[config.mk]
export PLATFORM = sky130hd
export DESIGN_NAME = keyed_watchdog_timer
export DESIGN_NICKNAME = d
export VERILOG_FILES = /design/src/rtl/kwdt_pkg.sv /design/src/rtl/keyed_watchdog_timer.sv /design/src/rtl/kwdt_core.sv /design/src/rtl/kwdt_out_reg.sv
export SDC_FILE = /design/constraint.sdc
export NUM_CORES = 1
export LEC_CHECK = 0
export ABC_AREA = 1
export BUFFER_PORTS_ARGS = -buffer_cell sky130_fd_sc_hd__buf_2
export CORE_MARGIN = 2
export CORE_UTILIZATION = 51
export DETAILED_ROUTE_END_ITERATION = 7
export GPL_TIMING_DRIVEN = 1
export PLACE_DENSITY = 0.88
export SYNTH_ARGS = -nofsm -noshare
export SYNTH_HDL_FRONTEND = slang
export SYNTH_HIERARCHICAL = 1
export SYNTH_SLANG_ARGS = --single-unit
[constraint.sdc]
create_clock -name clk -period 2.3 [get_ports clk]
set_input_delay 0 -clock clk [delete_from_list [all_inputs] [get_ports clk]]
set_output_delay 0 -clock clk [all_outputs]
set_load 0.01 [all_outputs]
[src/rtl/kwdt_pkg.sv]
// Shared types, codes and constants for the keyed watchdog timer.
package kwdt_pkg;

	localparam int MAX_POWER_DEF = 20;

	localparam int PERIOD_W   = 5;
	localparam int CFG_IDX_W  = 4;
	localparam int CFG_DATA_W = 8;

	localparam logic [PERIOD_W-1:0] PERIOD_RESET = 5'd13;
	localparam logic [15:0]         CLEAR_KEY    = 16'h5743;

	localparam int BIT_ON      = 15;
	localparam int BIT_WIN     = 0;
	localparam int RUN_SHIFT   = 8;
	localparam int SLEEP_SHIFT = 1;

	// item opcodes
	localparam logic [1:0] OP_TICK  = 2'd0;
	localparam logic [1:0] OP_WRITE = 2'd1;
	localparam logic [1:0] OP_READ  = 2'd2;

	// control register offset
	localparam logic [3:0] OFFSET_CTRL = 4'd0;

	// configuration register indexes
	localparam logic [CFG_IDX_W-1:0] CFG_FUSE   = 4'd0;
	localparam logic [CFG_IDX_W-1:0] CFG_PERIOD = 4'd1;

	typedef struct packed {
		logic [1:0]  opcode;
		logic [3:0]  reg_offset;
		logic [31:0] write_data;
	} in_item_t;

	typedef struct packed {
		logic [15:0] read_data;
		logic        timeout;
		logic        disable_refused;
	} out_item_t;

	typedef struct packed {
		logic                  we;
		logic [CFG_IDX_W-1:0]  index;
		logic [CFG_DATA_W-1:0] data;
	} cfg_wr_t;

endpackage

[src/rtl/keyed_watchdog_timer.sv]
// Top level of the keyed watchdog timer: input, configuration and result channels.
//
//  channel | signals                               | direction | purpose
//  --------+---------------------------------------+-----------+-------------------------------
//  in      | in_valid, in_ready, in_item           | sink      | tick, register write or read
//  out     | out_valid, out_ready, out_item        | source    | one result per input transaction
//  cfg     | cfg_valid, cfg_ready, cfg_index/data  | sink      | fuse lock and period registers
//
// Each input transaction is resolved combinationally: the step logic reads the
// watchdog state and updates it at the accepting edge, and the result is loaded
// into the result register at that same edge and offered from the next cycle.
// Throughput is one transaction per clock while the result register has space.
// A stalled result holds the input only while the result register stays full.
// Reset clears all state, sets the period field to 13 and empties the result
// register. Configuration writes are taken in every cycle.
module keyed_watchdog_timer import kwdt_pkg::*; #(
	parameter int MAX_POWER = MAX_POWER_DEF
) (
	input  logic                  clk,
	input  logic                  arst_n,
	input  logic                  in_valid,
	output logic                  in_ready,
	input  in_item_t              in_item,
	output logic                  out_valid,
	input  logic                  out_ready,
	output out_item_t             out_item,
	input  logic                  cfg_valid,
	output logic                  cfg_ready,
	input  logic [CFG_IDX_W-1:0]  cfg_index,
	input  logic [CFG_DATA_W-1:0] cfg_data
);

	logic      accept;
	logic      space;
	cfg_wr_t   cfg;
	out_item_t result;

	// accept whenever the result register can take the outcome
	assign in_ready  = space;
	assign accept    = in_valid && space;

	// register writes never stall
	assign cfg_ready = 1'b1;
	assign cfg.we    = cfg_valid;
	assign cfg.index = cfg_index;
	assign cfg.data  = cfg_data;

	// advance the watchdog state by one transaction
	kwdt_core #(
		.MAX_POWER (MAX_POWER)
	) u_core (
		.clk    (clk),
		.arst_n (arst_n),
		.step   (accept),
		.item   (in_item),
		.cfg    (cfg),
		.result (result)
	);

	// hold the result until the consumer takes it
	kwdt_out_reg u_out (
		.clk       (clk),
		.arst_n    (arst_n),
		.load      (accept),
		.item      (result),
		.space     (space),
		.out_valid (out_valid),
		.out_ready (out_ready),
		.out_item  (out_item)
	);

endmodule

[src/rtl/kwdt_core.sv]
// Watchdog state registers and the single-pass step logic for one transaction.
module kwdt_core import kwdt_pkg::*; #(
	parameter int MAX_POWER = MAX_POWER_DEF
) (
	input  logic      clk,
	input  logic      arst_n,
	input  logic      step,
	input  in_item_t  item,
	input  cfg_wr_t   cfg,
	output out_item_t result
);

	localparam int CW = MAX_POWER + 1;
	localparam logic [PERIOD_W-1:0] MAX_P = PERIOD_W'(MAX_POWER);

	logic                fuse_q, fuse_d;
	logic [PERIOD_W-1:0] period_q, period_d;
	logic                on_q, on_d;
	logic                win_q, win_d;
	logic [CW-1:0]       elapsed_q, elapsed_d;
	logic                stopped_q, stopped_d;
	logic                timeout_q, timeout_d;

	logic [PERIOD_W-1:0] pmin;
	logic [CW-1:0]       period_ticks;
	logic [CW-1:0]       cnt_inc;
	logic                new_on;
	logic                refused;
	logic [15:0]         rd;

	assign pmin         = (period_q > MAX_P) ? MAX_P : period_q;
	assign period_ticks = {{(CW-1){1'b0}}, 1'b1} << pmin;
	assign cnt_inc      = elapsed_q + {{(CW-1){1'b0}}, 1'b1};

	always_comb begin
		fuse_d    = fuse_q;
		period_d  = period_q;
		on_d      = on_q;
		win_d     = win_q;
		elapsed_d = elapsed_q;
		stopped_d = stopped_q;
		timeout_d = timeout_q;
		new_on    = 1'b0;
		refused   = 1'b0;
		rd        = '0;

		if (step) begin
			unique case (item.opcode)
				OP_TICK: begin
					if (on_q && !stopped_q) begin
						elapsed_d = cnt_inc;
						if (cnt_inc >= period_ticks) begin
							timeout_d = 1'b1;
							stopped_d = 1'b1;
						end
					end
				end
				OP_WRITE: begin
					if (item.reg_offset == OFFSET_CTRL) begin
						if (item.write_data[31:16] == CLEAR_KEY) begin
							elapsed_d = '0;
							stopped_d = 1'b0;
						end else begin
							new_on = item.write_data[BIT_ON];
							win_d  = item.write_data[BIT_WIN];
							if (fuse_q && !new_on) begin
								refused = 1'b1;
								new_on  = 1'b1;
							end
							on_d = new_on;
							// restart on any change of ON, or when it was off
							if (new_on != on_q || !on_q) begin
								elapsed_d = '0;
								stopped_d = 1'b0;
							end
						end
					end
				end
				OP_READ: begin
					if (item.reg_offset == OFFSET_CTRL) begin
						rd[BIT_ON]  = on_q;
						rd[BIT_WIN] = win_q;
						rd[RUN_SHIFT +: PERIOD_W]   = period_q;
						rd[SLEEP_SHIFT +: PERIOD_W] = period_q;
					end
				end
				default: begin
				end
			endcase
		end

		if (cfg.we) begin
			unique case (cfg.index)
				CFG_FUSE: begin
					fuse_d = cfg.data[0];
					// locking forces ON
					if (cfg.data[0] && !on_d) begin
						on_d      = 1'b1;
						elapsed_d = '0;
						stopped_d = 1'b0;
					end
				end
				CFG_PERIOD: begin
					period_d = cfg.data[PERIOD_W-1:0];
				end
				default: begin
				end
			endcase
		end
	end

	always_ff @(posedge clk or negedge arst_n) begin
		if (!arst_n) begin
			fuse_q    <= 1'b0;
			period_q  <= PERIOD_RESET;
			on_q      <= 1'b0;
			win_q     <= 1'b0;
			elapsed_q <= '0;
			stopped_q <= 1'b0;
			timeout_q <= 1'b0;
		end else begin
			fuse_q    <= fuse_d;
			period_q  <= period_d;
			on_q      <= on_d;
			win_q     <= win_d;
			elapsed_q <= elapsed_d;
			stopped_q <= stopped_d;
			timeout_q <= timeout_d;
		end
	end

	assign result.read_data       = rd;
	assign result.timeout         = timeout_d;
	assign result.disable_refused = refused;

endmodule

[src/rtl/kwdt_out_reg.sv]
// Result register with valid/ready hand-off towards the consumer.
module kwdt_out_reg import kwdt_pkg::*; (
	input  logic      clk,
	input  logic      arst_n,
	input  logic      load,
	input  out_item_t item,
	output logic      space,
	output logic      out_valid,
	input  logic      out_ready,
	output out_item_t out_item
);

	logic      valid_q;
	out_item_t item_q;

	// free when empty or when the held result leaves this cycle
	assign space = !valid_q || out_ready;

	always_ff @(posedge clk or negedge arst_n) begin
		if (!arst_n) begin
			valid_q <= 1'b0;
		end else if (load) begin
			valid_q <= 1'b1;
		end else if (out_ready) begin
			valid_q <= 1'b0;
		end
	end

	always_ff @(posedge clk) begin
		if (load) begin
			item_q <= item;
		end
	end

	assign out_valid = valid_q;
	assign out_item  = item_q;

endmodule
==> results of run 1 <==
==> stage by stage <==
stage	cell area [um^2]	setup TNS, ns	std cells	worst slack, ns	utilization (%)
2_1_floorplan	3890	-0.124	551	-0.124	-
3_3_place_gp	4480	-0.359	729	-0.171	61.5
3_5_place_dp	4480	-0.708	729	-0.284	61.5
4_1_cts	4710	-0.589	749	-0.245	64.6
5_1_grt	4950	-0.885	753	-0.335	67.9
6_report	4950	-0.537	753	-0.251	67.9
==> worst max-delay path: cells and delay by family (launching register included) <==
family	cells	cell delay, ns
DFF	1	0.43
adders and majority gates	2	0.38
and+or+nand+nor	11	1.01
buffers and inverters	1	0.12
AOI/OAI and AO/OA	3	0.35
==> layout by cell type, fill, tap and decap left out, types with 3 or more instances in the layout <==
master,instances
nand2_1,147
dfstp_2,3
conb_1,5
nor3_1,15
xor2_1,3
dfrtp_1,28
edfxtp_1,18
nand3_1,32
inv_1,57
nand4_1,6
buf_2,57
nand2_4,3
a21oi_2,12
o21ai_1,10
ha_1,15
o21ai_0,17
a21oi_1,35
ha_4,7
nor2_4,12
buf_4,52
dlygate4sd3_1,9
inv_2,8
nor2_2,10
nand2_2,17
nor2_1,45
clkbuf_8,5
==> cells by family after synthesis <==
group | Yosys count | synth area share [%]
simple gates | 297 | 33.6
buf+inv | 90 | 10.7
compound gates | 82 | 12.4
flops | 50 | 34.9
fa+ha+maj | 22 | 7.14
xor+xnor | 5 | 1.14
other cells | 2 | 0.195
==> synth_stat cells (4+ instances only) <==
library cell,number,area (um^2)
nand2_1,160,601
inv_1,60,225
nor2_1,59,221
a21oi_1,37,185
nand3_1,34,170
dfrtp_1,29,726
ha_1,22,275
o21ai_0,20,100
edfxtp_1,18,541
nor3_1,15,75.1
buf_4,14,105
a21oi_2,10,87.6
nand2_2,7,43.8
o21ai_1,7,35.0
clkbuf_1,6,22.5
nand4_1,6,37.5
inv_2,5,18.8
nor2_4,5,56.3
xor2_1,4,35.0
==> repair_timing <==
action,4_1_cts,5_1_grt
hold buffers,9,0
resized for setup,9,47
endpoints found under the hold margin,37,0
buffers inserted,3,4
pin swaps,11,12
setup endpoints to repair,3,3
==> where the power goes <==
group,internal (mW),switching (mW)
Sequential,1.09,0.150
Clock,0.217,0.288
Combinational,0.875,1.16
Total,2.18,1.60
==> final timing paths <==
path | cells past startpoint | to | slack (ns) | start
min | 4 | u_out/out_item[17] | 0.14 | in_item[36]
min reg2reg | 2 | u_core/timeout_q | 0.48 | u_core/timeout_q
max in group asynchronous | 2 | u_core/elapsed_q[4] | 1.45 | arst_n
max reg2reg | 17 | u_out/out_item[1] | -0.25 | u_core/elapsed_q[0]
min in group asynchronous | 2 | u_core/on_q | 0.31 | arst_n
max | 17 | u_out/out_item[1] | -0.25 | u_core/elapsed_q[0]
==> layout make-up <==
type | instances | area [um^2] | share of cell area (%)
clock buffer | 6 | 72.6 | 1.47
clock inverter | 2 | 13.8 | 0.278
inverter | 66 | 250 | 5.05
multi-input combinational | 411 | 2370 | 47.8
sequential | 50 | 1350 | 27.2
tap | 99 | 124 | 2.50
timing repair buffer | 119 | 777 | 15.7
==> per-layer routing <==
metal | global-route usage (%) | vias to the layer above | part of all wire [%]
met1 | 31.4 | 1828 | 40
met3 | 4.15 | 24 | 7.6
met2 | 47.0 | 182 | 51
met5 | 0 | - | 0
li1 | - | 1974 | -
met4 | 10.6 | 0 | 1.9
==> impl_metrics.csv, run 1 <==
group,metric,value,unit
pwr,power.total,3.77,mW
yosys,synth_cells,548,
drt,drt_iter0_markers,195,
yosys,netlist_area,3860,um^2
cells_and_area,fillerInstances,597,
placed_design,io_buffers,57,
drt,vias,4008,
worst_setup_path,path_class,"flip-flop to flip-flop",
clock_tree,clk_pin_slew,0.09,ns
drt,postRouteAntennaNets,0,
die,die-height,91.0,um
worst_setup_path,endpoint_kind,"flip-flop",
sta,setup_viol,3,
yosys,ys_ff_latch,50,
drt,post_drt_wl_per_cell,14.6,um
cells_and_area,area_growth,28.4,%
sta,tightest_slew,0.780,ns
grt,antenna_found_initial,0,
worst_setup_path,required,2.36,ns
pwr,p_leak,2.36,nW
clock_tree,root_buffer,"clkbuf_8",
yosys,ys_warn_count,6,
sta,finalMaxSlewViolations,0,
cells_and_area,max_flop_register,"u_core/elapsed_q",
clock_tree,cts_max_path_buffers,2,
sta,relSlewSlack,48.0,%
drt,drc,0,
die,rows,31,
yosys,synth_edf_count,18,
sta,clock_skew,0.00804,ns
die,io_pins,76,
worst_setup_path,path_cells,"ha_4, nand2_2, nor2_4, nand2_4, nor2_4, buf_4, nand2_1, nand2_2, ha_4, a21oi_2, o21ai_0, nand2_1, o211ai_1, nor2_1, nand3_1, nand2_1, nand2_1",
drt,dr.pass1.iters,5,
worst_setup_path,crit_slowest_cell,"dfrtp_1",
grt,grt_max_degree,37,
die,start_util,52.9,%
cells_and_area,fin_nets,730,
die,core,7290,um^2
sta,max_freq,392,MHz
worst_setup_path,max_stage_delay,0.43,ns
worst_setup_path,start_kind,"flip-flop",
worst_setup_path,crit_arrival,2.62,ns
status,violations,"negative setup slack",
sta,holdWs,0.136,ns
sta,rsz0062_at_grt,"yes",
grt,grt_overflow,0,
sta,finalCritPeriodShare,111,%
flow_run,max_cap_violations,0,
die,die_x,91.0,um
sta,finalCriticalPeriod,2.55,ns
worst_setup_path,timing.critical_path.mode_cell,"nand2_1",
sta,hold_violations,0,
clock_tree,cts_max_level,2,
worst_setup_path,cp_max_fo,5,
pwr,irDropWorstVdd,0.000536,V
yosys,synth_cell_types,39,
clock_tree,clk-insertion-delay-late,0.30,ns
drt,wirelength,11000,um
clock_tree,cts_buffers,5,
cells_and_area,largest_reg_flops,21,
yosys,syn_avg_cell_area,7.04,um^2
status,outcome,"complete, but fails checks",
clock_tree,cts_tree,"built",
hold_path,hold_path_class,"input pin to flip-flop",
clock_tree,clkSinkCount,50,
sta,finalWorstSetupSlack,-0.251,ns
grt,grt_pass1_vias,3938,
drt,viasPerCell,5.32,
yosys,ys_seq_area_share,34.9,%
grt,grt_usage,26.3,%
grt,grt_pass1_wl,17700,um
die,dieArea,8280,um^2
yosys,synthArstFlopShare,64.0,%
placed_design,post-dp-hpwl,7890,um
pwr,powerDensity,762,nW/um^2
cells_and_area,antenna_cells,0,
yosys,ys.flop_type,"dfrtp_1",
cells_and_area,post_route_cells_drive_above_1_share,30.6,%
placed_design,gp_congestion,0.965,
(Power assumes the default switching activity.)
==> inputs of run 2 (changes only) <==
CORE_UTILIZATION = 50   (was 51)
PLACE_DENSITY = 0.87   (was 0.88)
SYNTH_HIERARCHICAL = not set   (was 1)
==> impl_metrics.csv, run 2 <==
group,metric,value,unit
worst_setup_path,path_class,"flip-flop to flip-flop",
clock_tree,clk-insertion-delay-late,0.31,ns
worst_setup_path,reg2reg_from,"u_core.elapsed_q[13]",
yosys,synth_edf_count,9,
worst_setup_path,crit_slowest_cell,"dfrtp_1",
clock_tree,root_buffer,"clkbuf_8",
pwr,p_clk_share,14.9,%
yosys,synth_cell_types,31,
yosys,synth_cells,544,
placed_design,post-dp-hpwl,7950,um
sta,clock_skew,0.00873,ns
grt,grt_overflow,0,
placed_design,dpl-instance-area,4230,um^2
clock_tree,cts_tree,"built",
yosys,synth.largest_area_cell,"dfrtp_1",
clock_tree,cts_max_path_buffers,2,
status,violations,"negative setup slack",
yosys,syn_avg_cell_area,6.40,um^2
cells_and_area,fin_util,73.4,%
sta,hold_violations,0,
hold_path,min_to,"u_core.elapsed_q[20]",
worst_setup_path,cp_max_fo,3,
cells_and_area,antenna_cells,0,
sta,setup_viol,3,
worst_setup_path,ff2ff_path_depth,16,
grt,grt_pass1_wl,17400,um
hold_path,min_from,"in_item[36]",
cells_and_area,area_growth,42.5,%
placed_design,io_buffers,53,
sta,finalCritPeriodShare,116,%
clock_tree,cts_max_level,2,
drt,viasPerCell,5.76,
cells_and_area,post_route_cells_drive_above_1_share,35.2,%
sta,finalCriticalPeriod,2.67,ns
sta,tightest_slew,0.802,ns
cells_and_area,final_area,4960,um^2
sta,finalSetupTns,-0.939,ns
pwr,p_sw,1.80,mW
die,dieArea,7640,um^2
grt,grt_pass1_vias,3818,
drt,wirelength,12700,um
cells_and_area,layout_commonest_cell,"nand2_1",
hold_path,hold_path_class,"input pin to flip-flop",
cells_and_area,fin_nets,747,
yosys,synthTopCellsByArea,"dfrtp_1 (21%), nand2_1 (19%), ha_1 (7.9%), edfxtp_1 (7.8%), nor2_1 (7.8%)",
worst_setup_path,required,2.36,ns
worst_setup_path,endpoint_kind,"flip-flop",
cells_and_area,fillerInstances,479,
worst_setup_path,max_stage_delay,0.42,ns
worst_setup_path,r2r_end,"u_out.out_item[1]",
sta,rsz0062_at_grt,"yes",
hold_path,hold_depth,4,
worst_setup_path,start_kind,"flip-flop",
die,io_pins,76,
sta,max_freq,375,MHz
cells_and_area,max_flop_register,"u_core.elapsed_q",
drt,postRouteAntennaNets,0,
drt,vias,4329,
sta,finalMaxSlewViolations,0,
yosys,ys_warn_count,0,
die,die_x,87.4,um
grt,antenna_found_initial,0,
yosys,ys_seq_area_share,30.9,%
flow_run,max_cap_violations,0,
pwr,p_leak,2.42,nW
pwr,powerDensity,826,nW/um^2
yosys,synthArstFlopShare,78.0,%
yosys,ys.flop_type,"dfrtp_1",
drt,drc,0,
pwr,p_int,2.29,mW
worst_setup_path,crit_arrival,2.73,ns
clock_tree,cts_buffers,5,
yosys,yosys.area.top_type_share,20.9,%
worst_setup_path,path_cells,"inv_1, nor3_2, nand2_1, nor2_4, nand2_1, nand2_1, nand2_1, inv_2, ha_4, nand2_4, nor2_4, nand4_1, nor2_1, nor2_1, nand3_1, a21o_1",
drt,drt_iter0_markers,359,
sta,holdWs,0.0856,ns
placed_design,gp_congestion,0.933,
die,core,6760,um^2
yosys,synthTopCellsByCount,"nand2_1 (175), nor2_1 (72), inv_1 (54)",
sta,relSlewSlack,46.5,%
sta,finalWorstSetupSlack,-0.370,ns
pwr,pwr-share-comb,58.1,%
clock_tree,clkSinkCount,41,
cells_and_area,final_cell_mix,"nand2_1 (149), buf_4 (72), buf_2 (54)",
die,rows,30,
pwr,irDropWorstVdd,0.000466,V
die,start_util,51.5,%
cells_and_area,largest_reg_flops,21,
drt,dr.pass1.iters,7,
grt,grt_max_degree,33,
worst_setup_path,reg2reg_slack,-0.37,ns
worst_setup_path,timing.critical_path.mode_cell,"nand2_1",
die,die-height,87.4,um
status,outcome,"complete, but fails checks",
yosys,ys_ff_latch,41,
clock_tree,clk_pin_slew,0.09,ns
pwr,power.total,4.10,mW
drt,post_drt_wl_per_cell,16.8,um
pwr,swShare,44.0,%
pwr,power_frac_seq,27.1,%
yosys,netlist_area,3480,um^2
grt,grt_usage,29.2,%
yosys,synth.most_common_cell,"nand2_1",
## run 2: timing repair
| item | in CTS | in global routing |
|---|---|---|
| gates cloned | 0 | 1 |
| buffers inserted | 6 | 4 |
| hold buffers | 10 | 0 |
| setup endpoints to repair | 3 | 3 |
| resized for setup | 37 | 73 |
| pin swaps | 27 | 35 |
| endpoints found under the hold margin | 37 | 0 |
## run 2: cell type report
class | instances | area (um^2) | area share [%]
well taps | 80 | 100 | 2.02
inverters | 59 | 226 | 4.57
multi-input cells | 425 | 2510 | 50.6
clock buffers | 6 | 72.6 | 1.46
repair buffers | 138 | 933 | 18.8
flip-flops and latches | 41 | 1080 | 21.8
clock inverters | 2 | 33.8 | 0.681
## run 2: kinds of logic after synthesis
| group | count (synthesis) | synth area share (%) |
|---|---|---|
| adder cells (fa/ha/maj) | 22 | 7.91 |
| buffers and inverters | 81 | 10.1 |
| AND/OR/NAND/NOR | 311 | 37.1 |
| AO/OA/AOI/OAI | 80 | 12.1 |
| XOR/XNOR | 7 | 1.76 |
| flip-flops | 41 | 30.9 |
| other | 2 | 0.216 |
## run 2: worst max path at each step
stage                               startpoint           endpoint  slack, ns  cells past startpoint
after global routing      u_core.elapsed_q[13]  u_out.out_item[1]      -0.42                     16
after floorplan            u_core.elapsed_q[0]  u_out.out_item[1]      0.003                     17
after detailed placement   u_core.elapsed_q[2]   u_core.stopped_q      -0.23                     18
final                     u_core.elapsed_q[13]  u_out.out_item[1]      -0.37                     16
after CTS                  u_core.elapsed_q[2]   u_core.stopped_q      -0.12                     18
after global placement     u_core.elapsed_q[2]  u_out.out_item[1]      -0.19                     16
## run 2: worst max-delay path: cells and delay by family (launching register included)
kind            cells  cell delay, ns
buf+inv             2            0.19
fa+ha+maj           1            0.20
simple gates       12            1.40
compound gates      1            0.22
flops               1            0.42
## run 2: layer usage
layer / GRT usage (%) / share of wire (%)
met1: 37.5 / 37
met2: 49.5 / 49
met4: 9.93 / 4.6
met3: 4.74 / 9.0
met5: 0 / 0
## run 2: through the flow
| stage | setup slack [ns] | std cells |
|---|---|---|
| finish | -0.370 | 751 |
| global route | -0.415 | 751 |
| CTS | -0.119 | 746 |
| detailed placement | -0.234 | 722 |
| global placement | -0.191 | 722 |
| floorplan | 0.00325 | 547 |
## run 2: power groups by stage
stage	combinational, mW	sequential [mW]	clock, mW
after global placement	1.75	1.06	0
final	2.38	1.11	0.609
after global routing	2.58	1.12	0.639
after detailed placement	1.80	1.07	0
after floorplan	1.05	1.08	0
after CTS	1.97	1.07	0.599
